[src/rtl/ioc_pkg.sv]
// -----------------------------------------------------------------------------
// IMU calibrate and smooth package
// Word formats, register map and fixed constants of the calibrate and smooth
// block.
// -----------------------------------------------------------------------------
`default_nettype none

package ioc_pkg;

  // Input word: one raw sample plus the two calibration requests.
  typedef struct packed {
    logic signed [15:0] accel_x;
    logic signed [15:0] accel_y;
    logic signed [15:0] accel_z;
    logic signed [15:0] rate_x;
    logic signed [15:0] rate_y;
    logic signed [15:0] rate_z;
    logic signed [15:0] temp_raw;
    logic               start_accel_cal;
    logic               start_rate_cal;
  } in_word_t;

  // Result word: window means in Q15.4, filtered temperature and status.
  typedef struct packed {
    logic signed [19:0] accel_x_mean;
    logic signed [19:0] accel_y_mean;
    logic signed [19:0] accel_z_mean;
    logic signed [19:0] rate_x_mean;
    logic signed [19:0] rate_y_mean;
    logic signed [19:0] rate_z_mean;
    logic signed [15:0] temp_filtered;
    logic               accel_cal_busy;
    logic               rate_cal_busy;
    logic               cal_done;
  } out_word_t;

  // Configuration address map: one 32-bit register per word address.
  localparam int CFG_ADDR_W = 3;
  localparam logic [CFG_ADDR_W-3:0] REG_TEMP_LPF_GAIN = 1'b0;

  // Reset gain of the temperature low-pass, about 2*pi*T in Q0.16.
  localparam logic [15:0] GAIN_RESET = 16'd2058;

  // One g on the accelerometer z axis.
  localparam logic signed [16:0] ONE_G = 17'sd16384;

endpackage

`default_nettype wire

[src/rtl/ioc_stream_if.sv]
// -----------------------------------------------------------------------------
// IMU calibrate and smooth stream interface
// Valid/ready channel that carries one word of type T per handshake.
// -----------------------------------------------------------------------------
`default_nettype none

interface ioc_stream_if #(
  parameter type T = logic
);

  logic valid;
  logic ready;
  T     data;

  modport source (output valid, output data, input ready);
  modport sink   (input valid, input data, output ready);

endinterface

`default_nettype wire

[src/rtl/ioc_ram.sv]
// -----------------------------------------------------------------------------
// IMU calibrate and smooth RAM
// Simple dual-port RAM: one write port, one read port with registered data.
// -----------------------------------------------------------------------------
`default_nettype none

module ioc_ram #(
  parameter int WIDTH = 96,
  parameter int DEPTH = 8
) (
  input  wire logic                     clk,
  input  wire logic                     we,
  input  wire logic [$clog2(DEPTH)-1:0] waddr,
  input  wire logic [WIDTH-1:0]         wdata,
  input  wire logic [$clog2(DEPTH)-1:0] raddr,
  output logic      [WIDTH-1:0]         rdata
);

  logic [WIDTH-1:0] mem [DEPTH];

  always_ff @(posedge clk) begin
    if (we) begin
      mem[waddr] <= wdata;
    end
    rdata <= mem[raddr];
  end

endmodule

`default_nettype wire

[src/rtl/imu_offset_calibrate_and_smooth.sv]
// -----------------------------------------------------------------------------
// IMU offset calibrate and smooth: input word to result word. Throughput one word
// per clock while out_ch.ready does not stall it; the input register, calibration
// stage, window stage and result register each hold one word. Synchronous active-low
// reset; the window ring needs no clearing pass, a fill flag masks unwritten slots.
// -----------------------------------------------------------------------------
`default_nettype none

module imu_offset_calibrate_and_smooth #(
  parameter int WINDOW_LEN  = 8,
  parameter int CAL_SAMPLES = 256
) (
  input  wire logic                            clk,
  input  wire logic                            rst_n,
  ioc_stream_if.sink                           in_ch,
  ioc_stream_if.source                         out_ch,
  input  wire logic                            psel,
  input  wire logic                            penable,
  input  wire logic                            pwrite,
  input  wire logic [ioc_pkg::CFG_ADDR_W-1:0]  paddr,
  input  wire logic [31:0]                     pwdata,
  output logic      [31:0]                     prdata,
  output logic                                 pready
);

  // ---------------------------------------------------------------------------
  // Derived sizes and reciprocal constants
  // ---------------------------------------------------------------------------
  localparam int CAL_LG = $clog2(CAL_SAMPLES);
  localparam int CNT_W  = CAL_LG;
  localparam int ACAL_W = 17 + CAL_LG;
  localparam int RCAL_W = 16 + CAL_LG;

  // Truncating division by CAL_SAMPLES: q = (|x| * M) >> S, exact for |x| < 2^N.
  localparam int ADIV_N = ACAL_W - 1;
  localparam int ADIV_S = ADIV_N + CAL_LG;
  localparam longint unsigned ADIV_M =
    ((64'd1 << ADIV_S) + 64'(CAL_SAMPLES) - 64'd1) / 64'(CAL_SAMPLES);
  localparam logic [ADIV_N:0] ADIV_MUL = ADIV_M[ADIV_N:0];
  localparam int AQ_W = 2 * ADIV_N + 1 - ADIV_S;

  localparam int RDIV_N = RCAL_W + 4;
  localparam int RDIV_S = RDIV_N + CAL_LG;
  localparam longint unsigned RDIV_M =
    ((64'd1 << RDIV_S) + 64'(CAL_SAMPLES) - 64'd1) / 64'(CAL_SAMPLES);
  localparam logic [RDIV_N:0] RDIV_MUL = RDIV_M[RDIV_N:0];
  localparam int RQ_W = 2 * RDIV_N + 1 - RDIV_S;

  localparam int WIN_LG = $clog2(WINDOW_LEN);
  localparam int POS_W  = WIN_LG;
  localparam int SUM_W  = 16 + WIN_LG;
  localparam int MDIV_N = SUM_W + 4;
  localparam int MDIV_S = MDIV_N + WIN_LG;
  localparam longint unsigned MDIV_M =
    ((64'd1 << MDIV_S) + 64'(WINDOW_LEN) - 64'd1) / 64'(WINDOW_LEN);
  localparam logic [MDIV_N:0] MDIV_MUL = MDIV_M[MDIV_N:0];
  localparam int MQ_W = 2 * MDIV_N + 1 - MDIV_S;

  localparam logic [CNT_W-1:0] CAL_LAST = CNT_W'(CAL_SAMPLES - 1);
  localparam logic [POS_W-1:0] POS_LAST = POS_W'(WINDOW_LEN - 1);
  localparam int RAM_W = 96;

  function automatic logic signed [15:0] sat16(input logic signed [23:0] v);
    if (v > 24'sd32767) begin
      return 16'sh7fff;
    end else if (v < -24'sd32768) begin
      return 16'sh8000;
    end
    return v[15:0];
  endfunction

  // ---------------------------------------------------------------------------
  // Pipeline handshake
  // ---------------------------------------------------------------------------
  logic v0_r, v1_r, v2_r, v3_r;
  logic fire1, fire2, fire3;
  logic in_acc;

  assign fire3  = v2_r && (!v3_r || out_ch.ready);
  assign fire2  = v1_r && (!v2_r || fire3);
  assign fire1  = v0_r && (!v1_r || fire2);
  assign in_acc = in_ch.valid && in_ch.ready;

  assign in_ch.ready  = !v0_r || fire1;
  assign out_ch.valid = v3_r;

  // ---------------------------------------------------------------------------
  // Configuration port
  // ---------------------------------------------------------------------------
  logic [15:0] gain_r;
  logic        cfg_wr;
  logic [ioc_pkg::CFG_ADDR_W-3:0] cfg_idx;

  assign cfg_idx = paddr[ioc_pkg::CFG_ADDR_W-1:2];
  assign cfg_wr  = psel && penable && pwrite;
  assign pready  = 1'b1;
  assign prdata  = (cfg_idx == ioc_pkg::REG_TEMP_LPF_GAIN) ? {16'd0, gain_r} : 32'd0;

  // ---------------------------------------------------------------------------
  // Stage registers
  // ---------------------------------------------------------------------------
  ioc_pkg::in_word_t d0_r;

  logic signed [15:0] acc1_r   [3];
  logic signed [15:0] gyr1_r   [3];
  logic signed [15:0] abias1_r [3];
  logic signed [19:0] rbias1_r [3];
  logic signed [15:0] temp1_r;
  logic               abusy1_r, rbusy1_r, done1_r;

  logic signed [SUM_W-1:0] wsum2_r [6];
  logic signed [15:0]      temp2_r;
  logic                    abusy2_r, rbusy2_r, done2_r;

  ioc_pkg::out_word_t d3_r;

  assign out_ch.data = d3_r;

  // ---------------------------------------------------------------------------
  // Calibration state and stage 1: accumulate and form new offsets
  // ---------------------------------------------------------------------------
  logic signed [ACAL_W-1:0] a_sum_r [3];
  logic signed [RCAL_W-1:0] r_sum_r [3];
  logic [CNT_W-1:0]         a_count_r, r_count_r;
  logic                     a_active_r, r_active_r;
  logic signed [15:0]       a_bias_r [3];
  logic signed [19:0]       r_bias_r [3];

  logic signed [15:0]       acc0 [3];
  logic signed [15:0]       gyr0 [3];
  logic                     a_act, r_act, a_last, r_last, a_fin, r_fin;
  logic signed [16:0]       a_term    [3];
  logic signed [ACAL_W-1:0] a_sum_new [3];
  logic [ADIV_N-1:0]        a_mag     [3];
  logic [2*ADIV_N:0]        a_prod    [3];
  logic signed [AQ_W:0]     a_qs      [3];
  logic signed [15:0]       a_bias_new[3];
  logic signed [RCAL_W-1:0] r_sum_new [3];
  logic [RCAL_W-1:0]        r_abs     [3];
  logic [RDIV_N-1:0]        r_mag     [3];
  logic [2*RDIV_N:0]        r_prod    [3];
  logic signed [RQ_W:0]     r_qs      [3];
  logic signed [19:0]       r_bias_new[3];

  always_comb begin
    acc0[0] = d0_r.accel_x;
    acc0[1] = d0_r.accel_y;
    acc0[2] = d0_r.accel_z;
    gyr0[0] = d0_r.rate_x;
    gyr0[1] = d0_r.rate_y;
    gyr0[2] = d0_r.rate_z;

    // A request joins a running calibration without restarting it.
    a_act  = a_active_r || d0_r.start_accel_cal;
    r_act  = r_active_r || d0_r.start_rate_cal;
    a_last = (a_count_r == CAL_LAST);
    r_last = (r_count_r == CAL_LAST);
    a_fin  = a_act && a_last;
    r_fin  = r_act && r_last;

    for (int i = 0; i < 3; i++) begin
      a_term[i] = 17'(acc0[i]);
      if (i == 2) begin
        a_term[i] = 17'(acc0[i]) - ioc_pkg::ONE_G;
      end
      a_sum_new[i] = a_sum_r[i] + ACAL_W'(a_term[i]);
      a_mag[i]     = a_sum_new[i][ACAL_W-1] ? ADIV_N'(-a_sum_new[i]) : ADIV_N'(a_sum_new[i]);
      a_prod[i]    = a_mag[i] * ADIV_MUL;
      a_qs[i]      = $signed({1'b0, a_prod[i][2*ADIV_N:ADIV_S]});
      if (a_sum_new[i][ACAL_W-1]) begin
        a_qs[i] = -a_qs[i];
      end
      a_bias_new[i] = sat16(24'(a_qs[i]));

      // The rate offset keeps four fraction bits: divide sum * 16.
      r_sum_new[i] = r_sum_r[i] + RCAL_W'(gyr0[i]);
      r_abs[i]     = r_sum_new[i][RCAL_W-1] ? -r_sum_new[i] : r_sum_new[i];
      r_mag[i]     = {r_abs[i], 4'b0000};
      r_prod[i]    = r_mag[i] * RDIV_MUL;
      r_qs[i]      = $signed({1'b0, r_prod[i][2*RDIV_N:RDIV_S]});
      if (r_sum_new[i][RCAL_W-1]) begin
        r_qs[i] = -r_qs[i];
      end
      r_bias_new[i] = r_qs[i][19:0];
    end
  end

  // ---------------------------------------------------------------------------
  // Stage 2: offset correction, window ring and temperature low-pass
  // ---------------------------------------------------------------------------
  logic [POS_W-1:0]        pos_r, pos_nxt;
  logic                    filled_r;
  logic signed [SUM_W-1:0] w_sum_r [6];
  logic signed [31:0]      t_state_r;

  logic [RAM_W-1:0]        ram_rdata;
  logic [RAM_W-1:0]        ram_wdata;
  logic signed [15:0]      corr      [6];
  logic signed [15:0]      old_val   [6];
  logic signed [SUM_W-1:0] wsum_new  [6];
  logic signed [23:0]      a_diff    [3];
  logic signed [23:0]      r_diff    [3];
  logic signed [23:0]      r_quot    [3];
  logic signed [33:0]      t_diff;
  logic signed [50:0]      t_prod;
  logic signed [31:0]      t_state_new;

  always_comb begin
    for (int i = 0; i < 3; i++) begin
      a_diff[i]   = 24'(acc1_r[i]) - 24'(abias1_r[i]);
      corr[i]     = sat16(a_diff[i]);
      r_diff[i]   = (24'(gyr1_r[i]) <<< 4) - 24'(rbias1_r[i]);
      // Divide by 16 rounding toward zero.
      r_quot[i]   = r_diff[i][23] ? ((r_diff[i] + 24'sd15) >>> 4) : (r_diff[i] >>> 4);
      corr[3 + i] = sat16(r_quot[i]);
    end
    for (int i = 0; i < 6; i++) begin
      // Slots not yet written since reset are read as zero through the fill flag.
      old_val[i] = filled_r ? $signed(ram_rdata[16*i +: 16]) : 16'sd0;
      wsum_new[i] = w_sum_r[i] + SUM_W'(corr[i]) - SUM_W'(old_val[i]);
      ram_wdata[16*i +: 16] = corr[i];
    end

    t_diff      = (34'(temp1_r) <<< 16) - 34'(t_state_r);
    t_prod      = t_diff * $signed({1'b0, gain_r});
    t_state_new = t_state_r + t_prod[47:16];
  end

  always_comb begin
    pos_nxt = pos_r;
    if (fire2) begin
      pos_nxt = (pos_r == POS_LAST) ? '0 : pos_r + 1'b1;
    end
  end

  // The read address runs one slot ahead so the old entry is ready in time.
  ioc_ram #(
    .WIDTH (RAM_W),
    .DEPTH (WINDOW_LEN)
  ) u_ioc_ram (
    .clk   (clk),
    .we    (fire2),
    .waddr (pos_r),
    .wdata (ram_wdata),
    .raddr (pos_nxt),
    .rdata (ram_rdata)
  );

  // ---------------------------------------------------------------------------
  // Stage 3: window means
  // ---------------------------------------------------------------------------
  logic [SUM_W-1:0]     m_abs  [6];
  logic [MDIV_N-1:0]    m_mag  [6];
  logic [2*MDIV_N:0]    m_prod [6];
  logic signed [MQ_W:0] m_qs   [6];
  logic signed [19:0]   mean   [6];

  always_comb begin
    for (int i = 0; i < 6; i++) begin
      m_abs[i]  = wsum2_r[i][SUM_W-1] ? -wsum2_r[i] : wsum2_r[i];
      m_mag[i]  = {m_abs[i], 4'b0000};
      m_prod[i] = m_mag[i] * MDIV_MUL;
      m_qs[i]   = $signed({1'b0, m_prod[i][2*MDIV_N:MDIV_S]});
      if (wsum2_r[i][SUM_W-1]) begin
        m_qs[i] = -m_qs[i];
      end
      mean[i] = m_qs[i][19:0];
    end
  end

  // ---------------------------------------------------------------------------
  // Control and state registers
  // ---------------------------------------------------------------------------
  always_ff @(posedge clk) begin
    if (!rst_n) begin
      v0_r       <= 1'b0;
      v1_r       <= 1'b0;
      v2_r       <= 1'b0;
      v3_r       <= 1'b0;
      gain_r     <= ioc_pkg::GAIN_RESET;
      a_count_r  <= '0;
      r_count_r  <= '0;
      a_active_r <= 1'b0;
      r_active_r <= 1'b0;
      pos_r      <= '0;
      filled_r   <= 1'b0;
      t_state_r  <= '0;
      for (int i = 0; i < 3; i++) begin
        a_sum_r[i]  <= '0;
        r_sum_r[i]  <= '0;
        a_bias_r[i] <= '0;
        r_bias_r[i] <= '0;
      end
      for (int i = 0; i < 6; i++) begin
        w_sum_r[i] <= '0;
      end
    end else begin
      if (in_acc) begin
        v0_r <= 1'b1;
      end else if (fire1) begin
        v0_r <= 1'b0;
      end
      if (fire1) begin
        v1_r <= 1'b1;
      end else if (fire2) begin
        v1_r <= 1'b0;
      end
      if (fire2) begin
        v2_r <= 1'b1;
      end else if (fire3) begin
        v2_r <= 1'b0;
      end
      if (fire3) begin
        v3_r <= 1'b1;
      end else if (out_ch.ready) begin
        v3_r <= 1'b0;
      end

      if (cfg_wr && cfg_idx == ioc_pkg::REG_TEMP_LPF_GAIN) begin
        gain_r <= pwdata[15:0];
      end

      if (fire1 && a_act) begin
        if (a_last) begin
          a_count_r  <= '0;
          a_active_r <= 1'b0;
          for (int i = 0; i < 3; i++) begin
            a_sum_r[i]  <= '0;
            a_bias_r[i] <= a_bias_new[i];
          end
        end else begin
          a_count_r  <= a_count_r + 1'b1;
          a_active_r <= 1'b1;
          for (int i = 0; i < 3; i++) begin
            a_sum_r[i] <= a_sum_new[i];
          end
        end
      end

      if (fire1 && r_act) begin
        if (r_last) begin
          r_count_r  <= '0;
          r_active_r <= 1'b0;
          for (int i = 0; i < 3; i++) begin
            r_sum_r[i]  <= '0;
            r_bias_r[i] <= r_bias_new[i];
          end
        end else begin
          r_count_r  <= r_count_r + 1'b1;
          r_active_r <= 1'b1;
          for (int i = 0; i < 3; i++) begin
            r_sum_r[i] <= r_sum_new[i];
          end
        end
      end

      pos_r <= pos_nxt;
      if (fire2) begin
        t_state_r <= t_state_new;
        if (pos_r == POS_LAST) begin
          filled_r <= 1'b1;
        end
        for (int i = 0; i < 6; i++) begin
          w_sum_r[i] <= wsum_new[i];
        end
      end
    end
  end

  // ---------------------------------------------------------------------------
  // Word registers
  // ---------------------------------------------------------------------------
  always_ff @(posedge clk) begin
    if (in_acc) begin
      d0_r <= in_ch.data;
    end

    if (fire1) begin
      for (int i = 0; i < 3; i++) begin
        acc1_r[i]   <= acc0[i];
        gyr1_r[i]   <= gyr0[i];
        // A completing sample is corrected with the offsets it produced.
        abias1_r[i] <= a_fin ? a_bias_new[i] : a_bias_r[i];
        rbias1_r[i] <= r_fin ? r_bias_new[i] : r_bias_r[i];
      end
      temp1_r  <= d0_r.temp_raw;
      abusy1_r <= a_act && !a_last;
      rbusy1_r <= r_act && !r_last;
      done1_r  <= a_fin || r_fin;
    end

    if (fire2) begin
      for (int i = 0; i < 6; i++) begin
        wsum2_r[i] <= wsum_new[i];
      end
      temp2_r  <= t_state_new[31:16];
      abusy2_r <= abusy1_r;
      rbusy2_r <= rbusy1_r;
      done2_r  <= done1_r;
    end

    if (fire3) begin
      d3_r.accel_x_mean   <= mean[0];
      d3_r.accel_y_mean   <= mean[1];
      d3_r.accel_z_mean   <= mean[2];
      d3_r.rate_x_mean    <= mean[3];
      d3_r.rate_y_mean    <= mean[4];
      d3_r.rate_z_mean    <= mean[5];
      d3_r.temp_filtered  <= temp2_r;
      d3_r.accel_cal_busy <= abusy2_r;
      d3_r.rate_cal_busy  <= rbusy2_r;
      d3_r.cal_done       <= done2_r;
    end
  end

endmodule

`default_nettype wire

[src/flat_wrapper.sv]
// flat-port wrapper written by rule: the top's interface ports become plain ports
module imu_offset_calibrate_and_smooth_flat 
#(
  parameter int WINDOW_LEN  = 8,
  parameter int CAL_SAMPLES = 256
)
  (clk, rst_n, psel, penable, pwrite, paddr, pwdata, prdata, pready, in_ch_valid, in_ch_data, in_ch_ready, out_ch_valid, out_ch_data, out_ch_ready);
  ioc_stream_if in_ch_i ();
  ioc_stream_if out_ch_i ();
  input  wire logic clk;
  input  wire logic rst_n;
  input  wire logic psel;
  input  wire logic penable;
  input  wire logic pwrite;
  input  wire logic [ioc_pkg::CFG_ADDR_W-1:0] paddr;
  input  wire logic [31:0] pwdata;
  output logic      [31:0] prdata;
  output logic pready;
  input wire logic [$bits(in_ch_i.valid)-1:0] in_ch_valid;
  input wire logic [$bits(in_ch_i.data)-1:0] in_ch_data;
  output wire logic [$bits(in_ch_i.ready)-1:0] in_ch_ready;
  output wire logic [$bits(out_ch_i.valid)-1:0] out_ch_valid;
  output wire logic [$bits(out_ch_i.data)-1:0] out_ch_data;
  input wire logic [$bits(out_ch_i.ready)-1:0] out_ch_ready;
  assign in_ch_i.valid = in_ch_valid;
  assign in_ch_i.data = in_ch_data;
  assign in_ch_ready = in_ch_i.ready;
  assign out_ch_valid = out_ch_i.valid;
  assign out_ch_data = out_ch_i.data;
  assign out_ch_i.ready = out_ch_ready;
  imu_offset_calibrate_and_smooth #(.WINDOW_LEN(WINDOW_LEN), .CAL_SAMPLES(CAL_SAMPLES)) u_core (.clk(clk), .rst_n(rst_n), .in_ch(in_ch_i), .out_ch(out_ch_i), .psel(psel), .penable(penable), .pwrite(pwrite), .paddr(paddr), .pwdata(pwdata), .prdata(prdata), .pready(pready));
endmodule
[config.mk]
export PLATFORM = sky130hd
export DESIGN_NAME = imu_offset_calibrate_and_smooth_flat
export DESIGN_NICKNAME = d
export VERILOG_FILES = /design/src/rtl/ioc_pkg.sv /design/src/rtl/ioc_stream_if.sv /design/src/rtl/ioc_ram.sv /design/src/rtl/imu_offset_calibrate_and_smooth.sv /design/src/flat_wrapper.sv
export SDC_FILE = /design/constraint.sdc
export NUM_CORES = 1
export LEC_CHECK = 0
export ABC_CLOCK_PERIOD_IN_PS = 2000
export BUFFER_PORTS_ARGS = -buffer_cell sky130_fd_sc_hd__buf_2
export CAP_MARGIN = 30
export CORE_ASPECT_RATIO = 0.7
export CORE_MARGIN = 10
export CORE_UTILIZATION = 50
export CTS_BUF_LIST = sky130_fd_sc_hd__clkbuf_2 sky130_fd_sc_hd__clkbuf_4 sky130_fd_sc_hd__clkbuf_8
export CTS_CLUSTER_SIZE = 14
export DETAILED_ROUTE_END_ITERATION = 7
export GPL_TIMING_DRIVEN = 1
export PLACE_DENSITY = 0.89
export REMOVE_ABC_BUFFERS = 1
export SLEW_MARGIN = 20
export SYNTH_ARGS = -nofsm -noshare
export SYNTH_HDL_FRONTEND = slang
export SYNTH_SLANG_ARGS = --single-unit
[constraint.sdc]
create_clock -name clk -period 2 [get_ports clk]
set_input_delay 0.4 -clock clk [delete_from_list [all_inputs] [get_ports clk]]
set_output_delay 0.4 -clock clk [all_outputs]
set_load 0.005 [all_outputs]
==> results.rst <==
.. list-table::
   :header-rows: 1

   * - Metric
     - Value
   * - Final net count
     - 324
   * - End of the worst register-to-register path
     - u_core.a_count_r[7]
   * - Final standard cell count with taps included and fillers excluded
     - 332
   * - Number of synthesized register bits
     - 42
   * - Total setup violations reported at the end of the flow
     - 0
   * - Uppermost signal routing layer after detailed routing
     - met4
   * - Gr ovfl total
     - 0
   * - Area of the core
     - 3950 um2
   * - Highest clock rate
     - 0.551 GHz
   * - Power per Cell Area
     - 735 nW/um2
   * - Sink count of the clock tree
     - 42
   * - Final setup slack of the worst path
     - 0.187 ns
   * - Area share of the largest cell type after synthesis
     - 37.1%
   * - Overall die area
     - 7100 um2
   * - Sum of negative setup slack
     - 0 ns
   * - Post-placement cell count
     - 324
   * - Share of total power in combinational logic
     - 5.9%
   * - Wirelength per Cell
     - 12.6 um
   * - Worst-case reg-to-reg path depth
     - 5
   * - Post-detailed-route via-to-cell ratio
     - 5.02
   * - Main combinational cell family by area after synthesis
     - simple AND/OR/NAND/NOR gates
   * - Clock power frac
     - 44.3%
   * - Width of the die
     - 96.5 um
   * - Total clock buffers created by CTS
     - 5
   * - Startpoint of the most critical hold path
     - in_ch_data
   * - Pin count of the biggest net entering global routing
     - 27
   * - Number of buffers added on ports
     - 43
   * - CTS Hold Buffers Added
     - 0
   * - Vias after detailed routing
     - 1,666
   * - Sequential power share
     - 49.8%
   * - Worst Hold End
     - u_core.d0_r[0]
   * - R2r startpoint
     - u_core.a_count_r[0]
   * - Kind of launch point of the worst setup path
     - flip-flop
   * - Net switching fraction of the power
     - 19.8%
   * - Post-route minimum period
     - 1.81 ns
   * - Weighted congestion reported at the end of routability-driven placement
     - 0.788
   * - Buffer levels on the longest clock path
     - 2
   * - Initial Utilization
     - 52.0%
   * - Diode insertion count for antenna repair
     - 0
   * - Post-Route WL
     - 4170 um
   * - Average size of a mapped cell
     - 8.73 um2
   * - Area leader, netlist
     - sky130_fd_sc_hd__dfxtp_1
   * - Count of mapped cells out of synthesis
     - 235
   * - Area share of xor/xnor cells in the synthesized design
     - 1.71%
   * - Share of layout cells above drive strength 1
     - 22.1%
   * - Category of the most critical setup path
     - reg2out
   * - Synthesized-area fraction occupied by ao, oa, aoi and oai cells
     - 14.5%
   * - Async set-reset flop share out of synthesis
     - 0%
   * - Cell depth of the worst min-delay path
     - 1
   * - Setup slack on the worst flop-to-flop path
     - 0.43 ns
   * - Detailed route wirelength on metal2
     - 2020 um
   * - HPWL Detailed
     - 3150 um
   * - Met3 layer wire length in the routed design
     - 325 um
   * - Number of distinct library cells after synthesis
     - 38
   * - Number of antenna violations at the first check in global routing
     - 0
   * - Post-layout power
     - 0.00175 W
   * - Registers with the most flip-flops
     - u_core.gain_r x16, u_core.a_count_r x8, u_core.r_count_r x8
   * - Largest Register
     - u_core.gain_r
   * - # resized after CTS
     - 0
   * - Antenna viol nets, final
     - 0
   * - Pre-CTS worst setup slack
     - 0.389 ns
   * - Reg clk slew, reported paths
     - 0.08 ns
   * - Adder-cell share of the synthesized area
     - 1.22%
   * - Internal cell power
     - 0.00140 W
   * - Worst Clk Skew
     - 0.00334 ns
   * - Fraction of synthesized area in multiplexers
     - 0%
   * - Clock insertion delay at the later pin of the skew report
     - 0.29 ns
   * - Global-route wire length before repair
     - 7030 um
   * - Lkg Pwr
     - 1.02 nW
   * - Number of global-route vias before repair
     - 1,618
   * - Critical Path Fanout Max
     - 5
   * - Syn Std Cell Area
     - 2050 um2
   * - Sequential share of the synthesized area
     - 43.0%
   * - Type of the worst min-delay path
     - in2reg
   * - Number of core rows
     - 19
   * - Number of enable flip-flop cells after synthesis
     - 4
   * - Critical path data required time
     - 1.60 ns
   * - Outcome
     - complete, no violations
   * - Start point of the critical path
     - u_core.out_ch.valid
   * - TritonCTS clock tree
     - yes
   * - Detailed-router iteration count before antenna repair
     - 4
   * - Max Cap Violations
     - 0
   * - Final hold violation count
     - 0
   * - Post-synthesis share of cell area spent on and, or, nand and nor gates
     - 31.2%
   * - Top_reg_cell synth
     - sky130_fd_sc_hd__dfxtp_1
   * - Most common cell in the netlist
     - sky130_fd_sc_hd__nand2_1
   * - CP arrival
     - 1.41 ns
   * - YS warnings
     - 0
   * - CTS H-Tree Depth
     - 2
   * - Sort of element at the end of the critical path
     - primary output
   * - Post-CTS Setup Bufs
     - 0
   * - Remaining routing DRC violations
     - 0
   * - Max reg flops
     - 16
   * - Unrepaired setup endpoints after global routing
     - no
   * - Final slew viol count
     - 0
   * - Global-route total usage across every layer
     - 12.1%
   * - Top cells by area in the synthesized netlist
     - sky130_fd_sc_hd__dfxtp_1 37%, sky130_fd_sc_hd__nand2_1 8.4%, sky130_fd_sc_hd__buf_4 6.6%, sky130_fd_sc_hd__nor2b_1 6.4%, sky130_fd_sc_hd__a21boi_0 5.9%
   * - Layout overhead on the synthesized area
     - 16.3%
   * - Peak supply drop
     - 0.435 mV
   * - Share of the cycle needed by the critical path after routing
     - 90.7%
   * - Met1 routed wirelength after detailed routing
     - 1790 um
   * - Most frequent cells after synthesis
     - 46 x sky130_fd_sc_hd__nand2_1, 38 x sky130_fd_sc_hd__dfxtp_1, 21 x sky130_fd_sc_hd__nor2b_1
   * - Violation count after the first detailed-route iteration
     - 71
   * - I/O pin total
     - 79
   * - Overall die height
     - 73.6 um
   * - CTS Root Cell
     - sky130_fd_sc_hd__clkbuf_8
   * - Net Sw Power
     - 0.000347 W
cells by family after synthesis:
kind of cell,after synthesis
simple gates,118
compound gates,42
flops,42
buf+inv,25
xor+xnor,4
fa+ha+maj,2
other cells,2
metal layers:
metal  global-route usage [%]  vias up
met5                        0        -
met4                     3.70        0
met3                     4.78        7
met2                     20.2       44
met1                     14.1      758
li1                         -      857
how the worst max path moves through the flow:
stage / end / cells after the start
after floorplan: u_core.a_count_r[0] / 5
after global placement: in_ch_ready / 5
after detailed placement: in_ch_ready / 5
after CTS: in_ch_ready / 4
after global routing: in_ch_ready / 4
final: in_ch_ready / 4
stage by stage:
stage | area [um2] | utilization (%) | hold slack, ns
floorplan | 1940 | - | 0.400
finish | 2380 | 60.4 | 0.279
global placement | 2250 | 57.1 | 0.404
global route | 2380 | 60.4 | 0.267
detailed placement | 2250 | 57.1 | 0.411
CTS | 2380 | 60.4 | 0.273
layout by cell type, fill, tap and decap left out, drive strengths merged:
master / n
or3: 4
nand2b: 1
o21a: 4
a21oi: 6
a32o: 1
a31o: 1
nand3: 11
o21ai: 5
nor2: 2
a21boi: 20
and3b: 2
ha: 2
o211ai: 1
nand4: 3
o221a: 1
nand3b: 1
xnor2: 4
clkinv: 1
and3: 8
buf: 47
nand4b: 3
bufinv: 2
and4: 2
nor3: 2
clkbuf: 5
edfxtp: 4
and4b: 1
nand2: 48
dfxtp: 38
a31oi: 1
nor2b: 21
and2: 9
conb: 17
o32ai: 2
worst max-delay path: stages, from the launching register on:
cell and delay (ns):
sky130_fd_sc_hd__dfxtp_1 0.36, sky130_fd_sc_hd__nor2b_1 0.29, sky130_fd_sc_hd__and3_1 0.25, sky130_fd_sc_hd__nand2_1 0.08, sky130_fd_sc_hd__buf_2 0.14
layout make-up:
class,instances,area (um2)
fillers,352,1560
clock buffers,5,68.8
multi-input cells,183,1060
clock inverters,3,63.8
repair buffers,47,245
flip-flops and latches,42,881
well taps,52,65.1
power groups by stage:
stage	Sequential [W]	Clock [W]	Combinational [W]
3_3_place_gp	0.000892	0	0.000101
2_1_floorplan	0.000890	0	0.0000467
3_5_place_dp	0.000892	0	0.000103
4_1_cts	0.000873	0.000793	0.000103
5_1_grt	0.000876	0.000828	0.000118
6_report	0.000873	0.000776	0.000104
Power figures use the tool's default switching activity.
